`src/gtfb_pkg.sv`:
```
// Shared types and constants for the glyph text frame buffer.
// Used by every module of the block except gtfb_ram; depends on nothing else.
package gtfb_pkg;

  localparam int PAGE_COLUMNS  = 128;
  localparam int GLYPH_COLUMNS = 12;
  localparam int GLYPH_COUNT   = 95;
  localparam int PAGE_COUNT    = 4;

  localparam int FIRST_CODE  = 32;
  localparam int GLYPH_BYTES = 1 + 2 * GLYPH_COLUMNS;
  localparam int FONT_SIZE   = GLYPH_COUNT * GLYPH_BYTES;
  localparam int FONT_AW     = $clog2(FONT_SIZE);
  localparam int FONT_BANK_DEPTH = (FONT_SIZE + 1) / 2;
  localparam int FONT_BANK_AW    = $clog2(FONT_BANK_DEPTH);
  localparam int GLYPH_W     = (GLYPH_COUNT > 1) ? $clog2(GLYPH_COUNT) : 1;

  // Frame rows: one row holds an even page column and the odd page column below it.
  localparam int ROW_COUNT = ((PAGE_COUNT + 1) / 2) * PAGE_COLUMNS;
  localparam int ROW_AW    = $clog2(ROW_COUNT);
  localparam int COL_W     = $clog2(PAGE_COLUMNS + GLYPH_COLUMNS);
  localparam int CNT_W     = $clog2(GLYPH_COLUMNS);
  localparam int PAGE_W    = $clog2(PAGE_COUNT);
  localparam int FLUSH_HEAD = 3;
  localparam int OFF_W     = $clog2(PAGE_COLUMNS + FLUSH_HEAD);

  // Power of two: pointers wrap naturally.
  localparam int QUEUE_DEPTH = 4;
  localparam int QUEUE_AW    = $clog2(QUEUE_DEPTH);

  localparam logic [2:0] MODE_LOAD    = 3'd0;
  localparam logic [2:0] MODE_RESTART = 3'd1;
  localparam logic [2:0] MODE_DRAW    = 3'd2;
  localparam logic [2:0] MODE_CLEAR   = 3'd3;
  localparam logic [2:0] MODE_FLUSH   = 3'd4;

  localparam logic [1:0] STAT_OK      = 2'd0;
  localparam logic [1:0] STAT_NOFIT   = 2'd1;
  localparam logic [1:0] STAT_BADCHAR = 2'd2;

  localparam logic [7:0] CMD_COL_LOW  = 8'h00;
  localparam logic [7:0] CMD_COL_HIGH = 8'h10;
  localparam logic [7:0] CMD_PAGE     = 8'hB0;

  typedef enum logic [1:0] {
    KIND_ACK  = 2'd0,
    KIND_CMD  = 2'd1,
    KIND_DATA = 2'd2
  } kind_t;

  typedef enum logic [2:0] {
    OP_ACK     = 3'd0,
    OP_LOAD    = 3'd1,
    OP_RESTART = 3'd2,
    OP_DRAW    = 3'd3,
    OP_BADCHAR = 3'd4,
    OP_CLEAR   = 3'd5,
    OP_FLUSH   = 3'd6
  } op_t;

  typedef struct packed {
    op_t                op;
    logic               line;
    logic [GLYPH_W-1:0] glyph;
    logic [FONT_AW-1:0] font_address;
    logic [7:0]         font_byte;
  } entry_t;

  typedef struct packed {
    kind_t      kind;
    logic [7:0] data;
    logic       last;
    logic [1:0] status;
  } result_t;

endpackage

```
`src/gtfb_front.sv`:
```
// Front end: accepts input items and classifies them into queue entries.
// Depends on gtfb_pkg.
module gtfb_front (
  input  logic             in_valid,
  output logic             in_stall,
  input  logic [2:0]       mode,
  input  logic             line_select,
  input  logic [7:0]       char_code,
  input  logic [11:0]      font_address,
  input  logic [7:0]       font_byte,
  input  logic             q_full,
  output logic             push,
  output gtfb_pkg::entry_t entry
);

  logic char_ok;

  assign in_stall = q_full;
  assign push     = in_valid && !q_full;

  assign char_ok = (int'(char_code) >= gtfb_pkg::FIRST_CODE) &&
                   (int'(char_code) < gtfb_pkg::FIRST_CODE + gtfb_pkg::GLYPH_COUNT);

  always_comb begin
    entry.line         = line_select;
    entry.font_address = gtfb_pkg::FONT_AW'(font_address);
    entry.font_byte    = font_byte;
    // Keep the glyph index in range so the speculative width read stays in the font.
    entry.glyph        = '0;
    case (mode)
      gtfb_pkg::MODE_LOAD: begin
        entry.op = (int'(font_address) < gtfb_pkg::FONT_SIZE) ?
                   gtfb_pkg::OP_LOAD : gtfb_pkg::OP_ACK;
      end
      gtfb_pkg::MODE_RESTART: entry.op = gtfb_pkg::OP_RESTART;
      gtfb_pkg::MODE_DRAW: begin
        if (char_ok) begin
          entry.op    = gtfb_pkg::OP_DRAW;
          entry.glyph = gtfb_pkg::GLYPH_W'(char_code - 8'(gtfb_pkg::FIRST_CODE));
        end else begin
          entry.op = gtfb_pkg::OP_BADCHAR;
        end
      end
      gtfb_pkg::MODE_CLEAR: entry.op = gtfb_pkg::OP_CLEAR;
      gtfb_pkg::MODE_FLUSH: entry.op = gtfb_pkg::OP_FLUSH;
      default:              entry.op = gtfb_pkg::OP_ACK;
    endcase
  end

endmodule

```
`config.mk`:
```
export PLATFORM = sky130hd
export DESIGN_NAME = gtfb_front
export DESIGN_NICKNAME = d
export VERILOG_FILES = /design/src/gtfb_pkg.sv /design/src/gtfb_front.sv
export SDC_FILE = /design/constraint.sdc
export NUM_CORES = 1
export LEC_CHECK = 0
export ABC_CLOCK_PERIOD_IN_PS = 1820
export BUFFER_PORTS_ARGS = -buffer_cell sky130_fd_sc_hd__buf_4
export CORE_AREA = 10 10 47 49
export DETAILED_ROUTE_END_ITERATION = 8
export DIE_AREA = 0 0 57 59
export PLACE_DENSITY_LB_ADDON = 0.15
export SLEW_MARGIN = 40
export SYNTH_ARGS = -nofsm -noshare
export SYNTH_HDL_FRONTEND = slang
export SYNTH_SLANG_ARGS = --single-unit
```
`constraint.sdc`:
```
create_clock -name vclk -period 1.82
set_input_delay 0.364 -clock vclk [all_inputs]
set_output_delay 0.364 -clock vclk [all_outputs]
set_load 0.1 [all_outputs]
```
# [Word level (Yosys, flattened, before mapping)]
# Cells that the tools add are included.
[op_classes] muxes=5 shift=0 magnitude_cmp=3 addsub=1 n_reduce_logical=4 n_eq_ne=4 mul=0 bitwise=0 div=0
[op_table] op="$pmux 3 s5" n=1
[op_table] op="$mux 7" n=2
[op_table] op="$lt 12x12->1 const B" n=1
[op_table] op="$ge 8x6->1 const B" n=1
[op_table] op="$lt 8x7->1 const B" n=1
[op_table] op="$sub 7x6->7 const B" n=1
[op_table] op="$eq 3x2->1 const B" n=2
[op_table] op="$eq 3x1->1 const B" n=1
[op_table] op="$eq 3x3->1 const B" n=1
[op_table] op="$logic_not 3->1" n=1
[op_table] op="$mux 3" n=1
[op_table] op="$logic_and 1x1->1" n=2
[op_table] op="$logic_not 1->1" n=1
[op_table] op="$mux 1" n=1
[totals] mem_bits_rw=0 out_inout_bits=33 latch_bits=0 inputBits=34 n_memories=0 romBits=0 ff_bits=0

# [Depth between registers and ports, before layout]
[logic_depth] ltp_word=4 mapped_depth=4

# [Worst setup path after synthesis]
# Ideal clock, no wire load.
[synth_path] kind="in2out" start="in char_code[0]" end="out entry[30] in the netlist's numbering" n_path_buf=0 setup_slack_ns=-1.350 arrival_time_ns=2.806 stages=4 cell_sequence="nand4_1 o21ai_1 nor2_1 o21ai_0"
[synth_lines] item="start, declared" line_no="gtfb_front.sv:8" source="input logic [7:0] char_code,"
[synth_lines] item="end, declared" line_no="gtfb_front.sv:13" source="output gtfb_pkg::entry_t entry"

==> flow_metrics.tcl <==
set metrics [dict create \
    run_status "finished with violations" \
    synth.cell_area_um2 342 \
    max_stage_delay_ns 0.53 \
    critical_path.endpoint_type "output pin" \
    fp.dieW_um 57 \
    yosys.area_share.simple_pct 32.2 \
    hold_viol 0 \
    yosysTopAreaCellShare_pct 48.4 \
    worstPathArrival_ns 1.63 \
    worst_setup_path_start_kind "primary input" \
    crit_slowest_cell "sky130_fd_sc_hd__or4_4" \
    m1WireLength_um 561 \
    fp-row-count 14 \
    pin_count_of_the_biggest_net_entering_global_routing 6 \
    fill_cells 138 \
    worst_slack_ns -0.173 \
    dpl.cell_count 105 \
    grt_first_pass_wirelength_um 2350 \
    antenna_violating_nets_post_route 0 \
    required_ns 1.46 \
    final_cell_count_no_fill 106 \
    unrepaired_setup_endpoints_after_global_routing "yes" \
    detail_route.vias_per_cell 4.65 \
    routed_wire_length_on_met2_um 724 \
    antenna_cells_inserted 0 \
    gp_congestion 0.722 \
    port_buffers 49 \
    ys_seq_area_share_pct 0 \
    gr-usage-all-layers_pct 7.88 \
    area_fraction_in_compound_gates_after_synthesis_pct 15.8 \
    number_of_setup_violations_in_the_final_report 1 \
    numSequentialCells 0 \
    worst_hold_path.endpoint "entry[4]" \
    cts-hold-fix-buffers 0 \
    fp.coreArea_um2 1400 \
    critPathKind "primary input to output pin" \
    post_synth_num_cell_types 18 \
    netlist_top_cells_area "sky130_fd_sc_hd__buf_4 48%, sky130_fd_sc_hd__and2_1 9.2%, sky130_fd_sc_hd__nor2_1 5.5%, sky130_fd_sc_hd__nor3_1 4.4%, sky130_fd_sc_hd__o21ai_0 4.4%" \
    synth_warnings 0 \
    multi_input_comb_area_um2 268 \
    synth_area_leader_cell "sky130_fd_sc_hd__buf_4" \
    detail_route.drc_violations 0 \
    hold_path_class "primary input to output pin" \
    layout-area-overhead-vs-synth_pct 136 \
    worst_pin_slew_ns 0.309 \
    initial_core_util_pct 24.4 \
    final.clkbuf_count 0 \
    power_density_nw_per_um2 424 \
    place_hpwl_um 1370 \
    min_path_cells 0 \
    yosysMostFrequentCell "sky130_fd_sc_hd__buf_4" \
    violations "setup timing" \
    detail_route.iter0.violations 3 \
    clock.fmax_mhz 502 \
    routed-wl-met3_um 224 \
    die_h_um 59 \
    min_period_ns 1.99 \
    vias 493 \
    hold_path.startpoint "font_byte[4]" \
    post_synth_fa_ha_maj_area_fraction_pct 0 \
    worst-path-max-fanout 2 \
    drt-wirelength-per-cell_um 14.2 \
    relSlewSlack_pct 79.3 \
    cap_viol_max_count 0 \
    antenna_found_initial 0 \
    synthTopCellsByCount "22 x sky130_fd_sc_hd__buf_4, 5 x sky130_fd_sc_hd__and2_1, 5 x sky130_fd_sc_hd__nor2_1" \
    dr.pass1.iters 2 \
    power.leakage_nw 0.390 \
    grt_pass1_vias 548 \
    ios 67 \
    maxUsedRoutingLayer "met3" \
    finish.net_count 126 \
    die_area_um2 3360 \
    overflow 0 \
    syn_area_per_cell_um2 6.44 \
    timing.critical_path.cells "buf_6, or4_4, a31oi_4, o211ai_1, o211ai_4, buf_12" \
    post_synth_xor_area_fraction_pct 2.56 \
    yosys-mux-area-fraction_pct 0 \
    post_route_cells_drive_above_1_share_pct 85.6 \
    dpl_worst_slack_ns -0.255 \
    synthesized_netlist_net_count 87 \
    largest_family_of_logic_cells_by_synthesized_area "buffers and inverters" \
    wl_um 1510 \
    final_min_period_over_clock_period_pct 110 \
    irDropWorstVdd_mv 0.187 \
    postSynthCellCount 53 \
    sequential_cell_area_um2 0 \
    pins_over_slew_limit 0 \
]
## layout by cell type, fill, tap and decap left out, types with 2 or more instances in the layout
master	instances
sky130_fd_sc_hd__o211ai_1	2
sky130_fd_sc_hd__nor2_1	3
sky130_fd_sc_hd__nand2_1	2
sky130_fd_sc_hd__buf_6	6
sky130_fd_sc_hd__buf_4	49
sky130_fd_sc_hd__o21ai_2	2
sky130_fd_sc_hd__and2_2	4
sky130_fd_sc_hd__buf_12	4
## power by group
group / internal [mW] / switching (mW)
clock network: 0 / 0
registers: 0 / 0
logic: 0.110 / 0.232
## critical path, delay by kind of cell
kind	cells	cell delay, ns
AO/OA/AOI/OAI	3	0.44
buffers and inverters	2	0.29
AND/OR/NAND/NOR	1	0.53
## kinds of logic (layout without fill, tap and decap cells)
group	Yosys count	count (layout)
buffers and inverters	23	60
and+or+nand+nor	21	21
xor gates and xnor gates	1	1
AOI/OAI and AO/OA	8	8
## timing repair
item / CTS / global route
pin swaps: 0 / 4
gates resized for setup: 9 / 18
setup buffers: 0 / 1
endpoints found under the setup margin: 7 / 9
## how the worst max path moves through the flow
stage | slack [ns] | cells past startpoint | startpoint | end
finish | -0.17 | 6 | font_address[3] | entry[28]
detailed placement | -0.26 | 6 | font_address[7] | entry[28]
floorplan | -0.28 | 3 | char_code[7] | entry[26]
global route | -0.23 | 6 | font_address[3] | entry[28]
CTS | -0.14 | 6 | font_address[7] | entry[28]
global placement | -0.23 | 6 | font_address[7] | entry[28]
## metal layers
layer | track usage [%] | vias to the layer above
li1 | - | 236
met1 | 8.36 | 218
met2 | 13.6 | 39
met3 | 5.15 | 0
met4 | 0 | 0
met5 | 0 | -
## layout make-up
| type | instances | area share (%) |
|---|---|---|
| multi-input cells | 30 | 33.2 |
| well taps | 16 | 2.48 |
| repair buffers | 59 | 63.9 |
| inverters | 1 | 0.465 |
## through the flow
stage	area (um^2)	util, %	hold WS (ns)	TNS [ns]	power (mW)
detailed placement	682	48.7	0.729	-0.612	0.316
floorplan	392	-	0.824	-0.415	0.322
CTS	718	51.2	0.729	-0.138	0.327
finish	807	57.6	0.728	-0.173	0.342
global placement	682	48.7	0.729	-0.553	0.314
global route	807	57.6	0.728	-0.229	0.356
Power figures use the tool's default switching activity.
