File: src/gtfb_pkg.sv
// Shared types and constants for the glyph text frame buffer.
// Used by every module of the block except gtfb_ram; depends on nothing else.
package gtfb_pkg;

  localparam int PAGE_COLUMNS  = 128;
  localparam int GLYPH_COLUMNS = 12;
  localparam int GLYPH_COUNT   = 95;
  localparam int PAGE_COUNT    = 4;

  localparam int FIRST_CODE  = 32;
  localparam int GLYPH_BYTES = 1 + 2 * GLYPH_COLUMNS;
  localparam int FONT_SIZE   = GLYPH_COUNT * GLYPH_BYTES;
  localparam int FONT_AW     = $clog2(FONT_SIZE);
  localparam int FONT_BANK_DEPTH = (FONT_SIZE + 1) / 2;
  localparam int FONT_BANK_AW    = $clog2(FONT_BANK_DEPTH);
  localparam int GLYPH_W     = (GLYPH_COUNT > 1) ? $clog2(GLYPH_COUNT) : 1;

  // Frame rows: one row holds an even page column and the odd page column below it.
  localparam int ROW_COUNT = ((PAGE_COUNT + 1) / 2) * PAGE_COLUMNS;
  localparam int ROW_AW    = $clog2(ROW_COUNT);
  localparam int COL_W     = $clog2(PAGE_COLUMNS + GLYPH_COLUMNS);
  localparam int CNT_W     = $clog2(GLYPH_COLUMNS);
  localparam int PAGE_W    = $clog2(PAGE_COUNT);
  localparam int FLUSH_HEAD = 3;
  localparam int OFF_W     = $clog2(PAGE_COLUMNS + FLUSH_HEAD);

  // Power of two: pointers wrap naturally.
  localparam int QUEUE_DEPTH = 4;
  localparam int QUEUE_AW    = $clog2(QUEUE_DEPTH);

  localparam logic [2:0] MODE_LOAD    = 3'd0;
  localparam logic [2:0] MODE_RESTART = 3'd1;
  localparam logic [2:0] MODE_DRAW    = 3'd2;
  localparam logic [2:0] MODE_CLEAR   = 3'd3;
  localparam logic [2:0] MODE_FLUSH   = 3'd4;

  localparam logic [1:0] STAT_OK      = 2'd0;
  localparam logic [1:0] STAT_NOFIT   = 2'd1;
  localparam logic [1:0] STAT_BADCHAR = 2'd2;

  localparam logic [7:0] CMD_COL_LOW  = 8'h00;
  localparam logic [7:0] CMD_COL_HIGH = 8'h10;
  localparam logic [7:0] CMD_PAGE     = 8'hB0;

  typedef enum logic [1:0] {
    KIND_ACK  = 2'd0,
    KIND_CMD  = 2'd1,
    KIND_DATA = 2'd2
  } kind_t;

  typedef enum logic [2:0] {
    OP_ACK     = 3'd0,
    OP_LOAD    = 3'd1,
    OP_RESTART = 3'd2,
    OP_DRAW    = 3'd3,
    OP_BADCHAR = 3'd4,
    OP_CLEAR   = 3'd5,
    OP_FLUSH   = 3'd6
  } op_t;

  typedef struct packed {
    op_t                op;
    logic               line;
    logic [GLYPH_W-1:0] glyph;
    logic [FONT_AW-1:0] font_address;
    logic [7:0]         font_byte;
  } entry_t;

  typedef struct packed {
    kind_t      kind;
    logic [7:0] data;
    logic       last;
    logic [1:0] status;
  } result_t;

endpackage

File: src/gtfb_queue.sv
// Short queue of classified entries between the front and back ends.
// Depends on gtfb_pkg.
module gtfb_queue (
  input  logic             clk,
  input  logic             rst,
  input  logic             push,
  input  gtfb_pkg::entry_t push_entry,
  input  logic             pop,
  output gtfb_pkg::entry_t head,
  output logic             not_empty,
  output logic             full
);

  gtfb_pkg::entry_t slots [gtfb_pkg::QUEUE_DEPTH];
  logic [gtfb_pkg::QUEUE_AW-1:0] wr_ptr;
  logic [gtfb_pkg::QUEUE_AW-1:0] rd_ptr;
  logic [gtfb_pkg::QUEUE_AW:0]   count;

  assign head      = slots[rd_ptr];
  assign not_empty = (count != '0);
  assign full      = (count == (gtfb_pkg::QUEUE_AW+1)'(gtfb_pkg::QUEUE_DEPTH));

  always_ff @(posedge clk) begin
    if (push) begin
      slots[wr_ptr] <= push_entry;
    end
  end

  always_ff @(posedge clk) begin
    if (rst) begin
      wr_ptr <= '0;
      rd_ptr <= '0;
      count  <= '0;
    end else begin
      if (push) begin
        wr_ptr <= wr_ptr + 1'b1;
      end
      if (pop) begin
        rd_ptr <= rd_ptr + 1'b1;
      end
      if (push && !pop) begin
        count <= count + 1'b1;
      end else if (pop && !push) begin
        count <= count - 1'b1;
      end
    end
  end

endmodule

File: config.mk
export PLATFORM = sky130hd
export DESIGN_NAME = gtfb_queue
export DESIGN_NICKNAME = d
export VERILOG_FILES = /design/src/gtfb_pkg.sv /design/src/gtfb_queue.sv
export SDC_FILE = /design/constraint.sdc
export NUM_CORES = 1
export LEC_CHECK = 0
export BUFFER_PORTS_ARGS = -buffer_cell sky130_fd_sc_hd__buf_2
export CAP_MARGIN = 0
export CORE_UTILIZATION = 55
export CTS_CLUSTER_SIZE = 10
export DETAILED_ROUTE_END_ITERATION = 10
export PLACE_DENSITY = 0.84
export SYNTH_ARGS = -nofsm -noshare
export SYNTH_HDL_FRONTEND = slang
export SYNTH_SLANG_ARGS = --single-unit
File: constraint.sdc
create_clock -name clk -period 2.38 [get_ports clk]
set_input_delay 0.238 -clock clk [delete_from_list [all_inputs] [get_ports clk]]
set_output_delay 0.238 -clock clk [all_outputs]
set_load 0.05 [all_outputs]
# Word level (Yosys, flattened, before mapping)

Memories as Yosys holds them, arrays and structs flattened. A register that Yosys moved wholly into a read port is not among the register bits.
Index checks and enable logic that the tools add are counted.

Bits in registers: 7
RAM bits: 124
Output and inout bits: 33
Memories: 1

$add $sub $neg: 4
Equality and inequality tests: 1
Mux-type cells: 6
Reduce and logical (&&, ||, !) cells: 6

Memory list:

| name  | words | width | rd ports | clocked after Yosys merged registers in | wr ports | line             | text |
|---|---|---|---|---|---|---|---|
| slots | 4     | 31    | 1        | 1                                       | 1        | gtfb_queue.sv:14 | `gtfb_pkg::entry_t slots [gtfb_pkg::QUEUE_DEPTH];` |

Operators by type and width:

| cell                                              | count |
|---|---|
| 2-to-1 mux 3 bit                                  | 2 |
| adder 2 x 1 -> 2 bit (second input constant)      | 2 |
| 2-to-1 mux 2 bit                                  | 2 |
| adder 3 x 1 -> 3 bit (second input constant)      | 1 |
| equality test 3 bit (second input constant)       | 1 |
| nonzero test 3 bit                                | 1 |
| subtractor 3 x 1 -> 3 bit (second input constant) | 1 |
| logical AND 1 bit                                 | 2 |
| zero test 1 bit                                   | 2 |
| 2-to-1 mux 1 bit                                  | 2 |
| nonzero test 2 bit                                | 1 |

# Logic depth before layout (Yosys ltp)

Gate-level depths: netlist of run 1.

Word-level depth: 4
Mapped depth: 7
Depth with buffers taken out: 7

# Worst setup path after synthesis of run 1

No wires, ideal clock.

Path type: reg2out
From: register count[1] in the netlist's numbering
To: output full
Data arrival time: 1.497 ns
Data required time: 2.142 ns
Path slack: 0.645 ns
Stages on the path, launching flop included: 2
Buffers on the path: 0
Cells stage by stage: dfxtp_1 > nor3b_1

Cells in the longest elaborated chain, start to end: 1

RTL lines:

| item                   | line             | text |
|---|---|---|
| start, declared        | gtfb_queue.sv:17 | `logic [gtfb_pkg::QUEUE_AW:0] count;` |
| start signal, assigned | gtfb_queue.sv:42 | `count <= count + 1'b1;` |
| start signal, assigned | gtfb_queue.sv:44 | `count <= count - 1'b1;` |
| equality test 3 bit    | gtfb_queue.sv:21 | `assign full = (count == (gtfb_pkg::QUEUE_AW+1)'(gtfb_pkg::QUEUE_DEPTH));` |
| end, declared          | gtfb_queue.sv:11 | `output logic full` |

Every way passes these cells.

==> results of run 1 <==
==> through the flow <==
stage	hold slack, ps	worst slack [ps]	cell area, sq um	total power (uW)
finish	59.2	143	6410	6300
global route	59.4	63.7	6410	6500
CTS	36.7	32.3	6400	6350
detailed placement	454	595	5460	3580
global placement	448	603	5460	3550
floorplan	337	645	4900	3360
==> routing by layer <==
metal	routed length, microns	track usage	part of all wire	up-vias
li1	-	-	-	1093
met1	3800	0.273	0.42	1225
met2	4690	0.346	0.52	88
met3	494	0.0689	0.054	10
met4	104	0.0882	0.011	0
met5	0	0	0	-
==> what timing repair did <==
action | CTS | global route
hold endpoints to repair | 131 | 0
endpoints found under the setup margin | 0 | 3
hold buffers | 32 | 0
resized for setup | 0 | 1
==> power by group through the flow <==
stage | clock, uW | combinational, uW | sequential, uW
after floorplan | 0 | 599 | 2760
after global placement | 0 | 772 | 2780
after detailed placement | 0 | 790 | 2790
after CTS | 2760 | 839 | 2750
after global routing | 2860 | 884 | 2760
final | 2730 | 831 | 2750
==> area by class of cell <==
| type | count | area [sq um] | area share |
|---|---|---|---|
| clock buffers | 19 | 422 | 0.0658 |
| flip-flops and latches | 133 | 3910 | 0.610 |
| multi-input cells | 61 | 938 | 0.146 |
| inverters | 4 | 15.0 | 0.00234 |
| diodes | 1 | 2.50 | 0.000391 |
| well taps | 108 | 135 | 0.0211 |
| repair buffers | 109 | 781 | 0.122 |
| clock inverters | 12 | 204 | 0.0318 |
==> cell usage after synthesis <==
cell type	number
edfxtp_1	124
mux4_2	30
dfxtp_1	9
nor2_1	7
ha_1	5
and2_1	4
inv_1	4
buf_2	3
buf_6	3
xor2_1	3
mux2i_1	2
or3_1	2
xnor2_1	2
a21oi_1	1
clkbuf_1	1
fa_1	1
mux4_1	1
nand2_1	1
nor3b_1	1
o21ai_0	1
==> registers in the layout (all words and copies together), names as in the netlist, named ones only <==
name / count
slots: 124
count: 3
rd_ptr: 2
wr_ptr: 2
==> worst max path at each step <==
stage | end | slack, ps | cells after the start
global placement | head[26] | 600 | 3
detailed placement | head[23] | 600 | 3
CTS | head[9] | 30 | 3
finish | head[8] | 140 | 3
floorplan | full | 640 | 1
global route | head[8] | 60 | 3
==> worst max-delay path, cell delays in order (launching register included) <==
cell and delay (ps):
dfxtp_2 610, buf_4 280, mux4_2 340, buf_2 230
==> cells by family after synthesis <==
| family | share of synthesized area |
|---|---|
| flops | 0.796 |
| mux | 0.147 |
| simple gates | 0.0153 |
| buf+inv | 0.0138 |
| fa+ha+maj | 0.0168 |
| xor+xnor | 0.00893 |
| compound gates | 0.00204 |
==> results.md, run 1 <==
- Slew Viols, Final: 0
- Via count: between 2k and 2.5k
- Peak VDD IR: approximately 490 uV
- Cells after DPL: about 380
- Status: complete, no violations
- Max Cap Violations: 0
- Rows: 34
- Share of the synthesized area in the top cell type: 0.759
- Clk pwr share: 0.433
- I/O pins: around 70
- Die ar.: between 9000 and 10000 sq um
- Worst Hold Endpoint: rd_ptr[0]$_SDFFE_PP0P_
- GPL Wtd Cong: 0.694
- Clock root buffer: clkbuf_8
- Clock Skew: 5.78 ps
- TritonRoute pass-1 iters: 4
- Core Area: around 8700 sq um
- Routed wire length per instance: approximately 20 microns
- Worst reg-to-reg setup slack: slightly above 700 ps
- Crit path DAT: approximately 2000 ps
- Synth Cell Area: 4900 sq um
- #FFs+latches synth: 133
- CP endpoint kind: primary output
- TNS Setup: 0 ps
- CP startpoint kind: register
- Worst hold path type: in -> reg
- Post-synthesis cell count: between 200 and 250
- Switch share: 0.242
- Worst-path fanout max: 18
- CTS Sinks: approximately 130
- Clock Tree Buf Depth: 2
- Largest cells by area after synthesis: edfxtp_1 (76%), mux4_2 (14%), dfxtp_1 (3.7%), ha_1 (1.3%), buf_6 (0.69%)
- Leak: 0.00227 uW
- Final Cycle Share: 0.940
- Power per cell area: approximately 980 nW/um^2
- Hold Crit Start: pop
- Area grow syn2layout: 30.6%
- Comb power frac: 0.132
- CTS tree: built
- DR DRC count: 0
- H-tree depth: 4
- Layout cells sized above 1: 0.420
- Syn_area_per_cell: ~24 sq um
- Post-DP HPWL: 5.41 mm
- Unrepaired setup endpoints after global routing: false
- Reg clk slew, reported paths: approximately 60 ps
- Vias in the first global route: roughly 2.5k
- Rel. slew slack: 0.648
- Commonest non-fill, non-tap cell in the layout: edfxtp_1
- Setup violators final: 0
- Most frequent cells in the layout: edfxtp_1 (124), buf_2 (67), dlygate4sd3_1 (32)
- Synthesized Nets: around 250
- Hold Vio Cnt, Final: 0
- Port Buffers: 67
- Reg2reg path depth: 4
- Worst hold stages: 3
- Crit path required time: about 2100 ps
- Worst Tran Pin Value: between 500 and 600 ps
- Power Internal: 4780 uW
- Reg-to-Reg End: slots[0][8]$_DFFE_PP_
- Clk Latency, worst-skew pair: between 500 and 600 ps
- GRT overflow: 0
- Synth warnings: 0
- Antenna Nets Post-Route: 0
- DRT iter0 DRCs: between 100 and 150
- Antenna violations before repair: 1
- End-of-flow core utilization: 0.738
- FMAX: 0.447 GHz
- CTS buffer count: 17
- Synth area leader: edfxtp_1
- Wire length of the first global-routing pass: approximately 13 mm
- CP Class: reg -> out
- Routed wire length: 9.09 mm
- GRT Resource Usage Total: 0.215
- Largest net degree at the start of global routing: 20
- Yosys cell types: 20
- Fillers: between 400 and 500
- P_sw: ~1500 uW
- Crit Reg-Reg Startpoint: wr_ptr[0]$_SDFFE_PP0P_
- Die Width: between 90 and 100 microns
- Initial Util: 0.565
- Sequential share of power: 0.435
- Part of the Yosys area used for sequential elements: 0.796
- Post-route insts no fill: about 450
- Height of the die: about 96 microns
- Post-CTS Setup Bufs: 0
- Time the worst path needs with I/O delays and setup: 2240 ps
- Drt via density: approximately 5.4
- Net count, final: around 370
Note: power is estimated with default switching activity, not from simulation.
==> inputs of run 2 (changes only) <==
--- a/config.mk
+++ b/config.mk
@@ -11,6 +11,7 @@
 export CTS_CLUSTER_SIZE = 10
 export DETAILED_ROUTE_END_ITERATION = 10
 export PLACE_DENSITY = 0.84
+export REMOVE_ABC_BUFFERS = 1
 export SYNTH_ARGS = -nofsm -noshare
 export SYNTH_HDL_FRONTEND = slang
 export SYNTH_SLANG_ARGS = --single-unit
==> run 2 against run 1 <==
Final cell count is 0.22% lower. Critical path depth unchanged. Clock skew is 4.5 ps higher. Non-clock buffer count decreased by 1. Fmax increased by 1.5%. First-iteration DRC count grew 17%. Via count shrank 0.70%. Sequential share of layout area increased by 0.83 points. Worst hold slack worse by 17 ps. Register-to-register slack better by 160 ps.
==> results.md, run 2 (synthesis gave the netlist of run 1 again) <==
- GRT Resource Usage Total: 0.204 (-0.0112)
- Crit Reg-Reg Startpoint: wr_ptr[0]$_SDFFE_PP0P_
- Initial Util: 0.565 (unchanged)
- Hold Slack: 42.7 ps (-16.5 ps)
- Max Cap Violations: 0 (unchanged)
- DRT iter0 DRCs: 141 (+17%)
- Rows: 34 (unchanged)
- Worst Tran Pin Value: 471 ps (-57.6 ps)
- Reg-to-Reg End: slots[0][19]$_DFFE_PP_
- Core Area: 8680 sq um (unchanged)
- Die Width: 96.4 microns (unchanged)
- Hold Vio Cnt, Final: 0 (unchanged)
- Wire length of the first global-routing pass: 12.8 mm (-4.7%)
- Clock Skew: 10.3 ps (+4.50 ps)
- Hold Crit Start: pop
- Largest Register: slots
- Setup violators final: 0 (unchanged)
- Net count, final: 366 (-0.27%)
- CP endpoint kind: primary output
- Clock root buffer: clkbuf_8
- Peak VDD IR: 698 uV (+44%)
- Max reg flops: 124 (unchanged)
- Worst-path fanout max: 18 (unchanged)
- Time the worst path needs with I/O delays and setup: 2200 ps (-33.8 ps)
- CTS buffer count: 17 (unchanged)
- Slew Viols, Final: 0 (unchanged)
- Worst reg-to-reg setup slack: 870 ps (+160 ps)
- Cells after DPL: 382 (-0.26%)
- Most frequent cells in the layout: edfxtp_1 (124), buf_2 (67), dlygate4sd3_1 (32)
- Routed wire length per instance: 19.0 microns (-6.5%)
- Crit path DAT: 1960 ps (-40 ps)
- Antenna cells: 0 (-1)
- Rel. slew slack: 0.686 (+0.0384)
- Die ar.: 9300 sq um (unchanged)
- Area grow syn2layout: 28.8%
- Reg clk slew, reported paths: 60 ps (about the same)
- Power per cell area: 959 nW/um^2 (-2.5%)
- Fillers: 520 (+6.1%)
- Crit path required time: 2140 ps (about the same)
- TritonRoute pass-1 iters: 4 (unchanged)
- Commonest non-fill, non-tap cell in the layout: edfxtp_1
- Worst Hold Endpoint: rd_ptr[0]$_SDFFE_PP0P_
- CTS tree: built
- Clock Tree Buf Depth: 2 (unchanged)
- Final Cycle Share: 0.926 (-0.0142)
- Clk Latency, worst-skew pair: 510 ps (about the same)
- FMAX: 0.454 GHz (+1.5%)
- Worst hold path type: in -> reg
- Antenna Nets Post-Route: 0 (unchanged)
- Antenna violations before repair: 0 (-1)
- Height of the die: 96.4 microns (unchanged)
- Drt via density: 5.38 (-0.48%)
- Vias in the first global route: 2494 (+0.52%)
- CTS Sinks: 133 (unchanged)
- Port Buffers: 67 (unchanged)
- GPL Wtd Cong: 0.697 (+0.46%)
- Via count: 2399 (-0.70%)
- Largest net degree at the start of global routing: 32 (+60%)
- Post-route insts no fill: 446 (-0.22%)
- Routed wire length: 8.47 mm (-6.7%)
- Largest registers: slots x124, count x3
- CP Class: reg -> out
- Gates resized, CTS repair: 0 (unchanged)
- CP startpoint kind: register
- End-of-flow core utilization: 0.728 (-0.0104)
- Post-DP Area: 5410 sq um (-0.83%)
- DR DRC count: 0 (unchanged)
- Worst hold stages: 3 (unchanged)
- Status: complete, no violations
- Post-DP HPWL: 5.07 mm (-6.3%)
- Leak: 0.00224 uW (-1.6%)
- I/O pins: 68 (unchanged)
- Post-route cell area: 6320 sq um (-1.4%)
- GRT overflow: 0 (unchanged)
- H-tree depth: 4 (unchanged)
- Reg2reg path depth: 4 (unchanged)
- Unrepaired setup endpoints after global routing: false
- Layout cells sized above 1: 0.426 (+0.00592)
run 2: cell types whose count changed in the layout (fill, tap and decap cells not counted), moves of 2 or more:
cell       before  now
buf_12          4    1
buf_4           6    8
bufinv_16       5    2
clkbuf_1        2    0
inv_6           1    5
run 2: worst max path at each step:
| stage | slack (ps) | depth (start not counted) | end | start |
|---|---|---|---|---|
| 2_1_floorplan | -210 | 1 | head[26] | register |
| 3_3_place_gp | 660 | 3 | head[26] | register |
| 3_5_place_dp | 630 | 7 | count[2]$_SDFFE_PP0P_ | push |
| 4_1_cts | 130 | 3 | head[26] | register |
| 5_1_grt | 30 | 3 | head[26] | register |
| 6_report | 180 | 3 | head[26] | register |
run 2: per-layer routing:
layer,track usage,up-vias,part of all wire
li1,-,1095,-
met1,0.248,1211,0.40
met2,0.335,83,0.53
met3,0.0689,10,0.052
met4,0.0882,0,0.012
met5,0,-,0
run 2: timing repair:
action                                 in CTS  in global routing
endpoints found under the hold margin     131                  0
hold buffers                               32                  0
setup buffers                               0                  0
run 2: where the power goes:
part | internal, uW | switching, uW
clock network | 1520 | 998
registers | 2680 | 47.3
logic | 280 | 537
total | 4480 | 1580
run 2: stage by stage:
| step | power (uW) | setup WS, ps | TNS (ps) |
|---|---|---|---|
| floorplan | 3340 | -210 | -2240 |
| global placement | 3540 | 656 | 0 |
| detailed placement | 3560 | 628 | 0 |
| CTS | 6120 | 126 | 0 |
| global route | 6280 | 35.0 | 0 |
| finish | 6060 | 177 | 0 |
run 2: worst max-delay path: stages, from the launching register on:
cell	delay, ps
dfxtp_2	320
buf_4	330
mux4_1	580
buf_2	220
run 2: final cells by class:
cell class / count / area (sq um) / area share
multi-input combinational: 61 / 938 / 0.149
clock inverter: 15 / 171 / 0.0271
clock buffer: 17 / 414 / 0.0656
timing repair buffer: 108 / 736 / 0.116
tap: 108 / 135 / 0.0214
sequential: 133 / 3910 / 0.618
inverter: 4 / 15.0 / 0.00238
==> inputs of run 3 (changes only) <==
--- a/config.mk
+++ b/config.mk
@@ -11,6 +11,7 @@
 export CTS_CLUSTER_SIZE = 10
 export DETAILED_ROUTE_END_ITERATION = 10
 export PLACE_DENSITY = 0.84
+export RECOVER_POWER = 50
 export REMOVE_ABC_BUFFERS = 1
 export SYNTH_ARGS = -nofsm -noshare
 export SYNTH_HDL_FRONTEND = slang
==> run 3 against run 2 <==
Worst setup slack improved by 3.6 ps. Clock skew about the same. Non-clock buffer count unchanged. Final cell count unchanged. Total power about the same. Routed wire length decreased by 0.61%.
==> results.md, run 3 (synthesis gave the netlist of run 1 again) <==
- Unrepaired setup endpoints after global routing: false
- Clock root buffer: clkbuf_8
- Area grow syn2layout: 27.9%
- Max reg flops: 124 (unchanged)
- Pre-CTS setup slack: 628 ps (unchanged)
- CP endpoint kind: primary output
- Drt via density: 5.39 (+0.29%)
- Slew Viols, Final: 0 (unchanged)
- Status: complete, no violations
- Grt peak-use layer: met2
- Post-DP HPWL: 5.07 mm (unchanged)
- Worst-path fanout max: 18 (unchanged)
- Routed wire length: 8.42 mm (-0.61%)
- Clock Tree Buf Depth: 2 (unchanged)
- Height of the die: 96.4 microns (unchanged)
- CTS tree: built
- Layout cells sized above 1: 0.328 (-0.0976)
- Crit Reg-Reg Startpoint: wr_ptr[0]$_SDFFE_PP0P_
- Max Cap Violations: 0 (unchanged)
- FMAX: 0.455 GHz (+0.16%)
- Clock Skew: 10.2 ps (-0.107 ps)
- Most frequent cells in the layout: edfxtp_1 (124), buf_2 (36), dlygate4sd3_1 (32)
- Gates resized, CTS repair: 0 (unchanged)
- Rel. slew slack: 0.481 (-0.205)
- Hold Slack: 41.7 ps (-1.00 ps)
- Largest registers: slots x124, count x3
- Final Cycle Share: 0.924 (-0.00149)
- Crit path required time: 2140 ps (about the same)
- Commonest non-fill, non-tap cell in the layout: edfxtp_1
- Antenna cells: 0 (unchanged)
- Wire length of the first global-routing pass: 12.8 mm (unchanged)
- GR Util met1: 0.248 (unchanged)
- Die ar.: 9300 sq um (unchanged)
- Initial Util: 0.565 (unchanged)
- Net count, final: 366 (unchanged)
- Fillers: 534 (+2.7%)
- Time the worst path needs with I/O delays and setup: 2200 ps (-3.55 ps)
- H-tree depth: 4 (unchanged)
- Cts hold-fix bufs: 32 (unchanged)
- Largest net degree at the start of global routing: 32 (unchanged)
- Die Width: 96.4 microns (unchanged)
- Antenna Nets Post-Route: 0 (unchanged)
- CTS buffer count: 17 (unchanged)
- Antenna violations before repair: 0 (unchanged)
- Met3 Usage GRT: 0.0689 (unchanged)
- Routed wire length per instance: 18.9 microns (-0.61%)
- CTS Sinks: 133 (unchanged)
- Clk Latency, worst-skew pair: 510 ps (about the same)
- Power per cell area: 965 nW/um^2 (+0.63%)
- Worst hold path type: in -> reg
- Worst reg-to-reg setup slack: 500 ps (-370 ps)
- Reg-to-Reg End: slots[0][24]$_DFFE_PP_
- GPL Wtd Cong: 0.697 (unchanged)
- End-of-flow core utilization: 0.723 (-0.00476)
- Leak: 0.00215 uW (-4.0%)
- Setup violators final: 0 (unchanged)
- DRT iter0 DRCs: 126 (-11%)
- Via count: 2406 (+0.29%)
- Rows: 34 (unchanged)
- DR DRC count: 0 (unchanged)
- TritonRoute pass-1 iters: 4 (unchanged)
- CP startpoint kind: register
- Core Area: 8680 sq um (unchanged)
- Hold Vio Cnt, Final: 0 (unchanged)
- Vias in the first global route: 2494 (unchanged)
- GRT Resource Usage Total: 0.204 (unchanged)
- GR Util met2: 0.335 (unchanged)
- Post-CTS Setup Bufs: 0 (unchanged)
- I/O pins: 68 (unchanged)
- CP Class: reg -> out
- Crit path DAT: 1960 ps (about the same)
- Peak VDD IR: 696 uV (-0.20%)
- GRT overflow: 0 (unchanged)
- Crit path to: head[17]
- Port Buffers: 67 (unchanged)
- Worst Tran Pin Value: 778 ps (+307 ps)
- Post-DP Area: 5410 sq um (unchanged)
- Post-route cell area: 6270 sq um (-0.65%)
- Reg clk slew, reported paths: 60 ps (about the same)
- Final WS setup: 181 ps (+3.55 ps)
- Reg2reg path depth: 4 (unchanged)
- TNS Setup: 0 ps (unchanged)
- Largest Register: slots
==> run 3: cell types whose count changed in the layout (fill, tap and decap cells not counted) <==
cell and change:
buf_2 -31, clkbuf_1 +31, and2_2 -2, and2_0 +2
==> run 3: final cells by class <==
class                           count  area (sq um)  area share
Inverter                            4          15.0     0.00239
Multi-Input combinational cell     61           936       0.149
Clock buffer                       17           414      0.0660
Tap cell                          108           135      0.0215
Clock inverter                     15           171      0.0273
Sequential cell                   133          3910       0.623
Timing Repair Buffer              108           697       0.111
==> run 3: stage by stage <==
step / cells / total power, uW
floorplan: 198 / 3340
global placement: 382 / 3540
detailed placement: 382 / 3560
CTS: 446 / 6120
global route: 446 / 6270
finish: 446 / 6060
==> run 3: power breakdown <==
part	switching, uW	total [uW]	internal [uW]	leakage (uW)
sequential	47.5	2730	2680	0.00121
clock	1000	2520	1520	0.000274
combinational	538	809	271	0.000661
==> run 3: how the worst min path moves through the flow <==
stage          depth (start not counted)  slack [ps]                     end     startpoint
6_report                               3          40  rd_ptr[0]$_SDFFE_PP0P_            pop
5_1_grt                                3          70  rd_ptr[0]$_SDFFE_PP0P_            pop
4_1_cts                                3          30  rd_ptr[0]$_SDFFE_PP0P_            pop
3_5_place_dp                           1         460   slots[0][2]$_DFFE_PP_  push_entry[2]
3_3_place_gp                           1         450   slots[0][2]$_DFFE_PP_  push_entry[2]
2_1_floorplan                          1         310   count[2]$_SDFFE_PP0P_            rst
==> run 3: worst max-delay path, cell delays in order, from the launching register on <==
cell	delay, ps
dfxtp_2	320
buf_4	330
mux4_2	570
buf_2	230
==> run 3: layer usage <==
| metal | up-vias | share of wire |
|---|---|---|
| met2 | 76 | 0.54 |
| met3 | 10 | 0.053 |
| met1 | 1225 | 0.40 |
| met5 | - | 0 |
| li1 | 1095 | - |
| met4 | 0 | 0.012 |
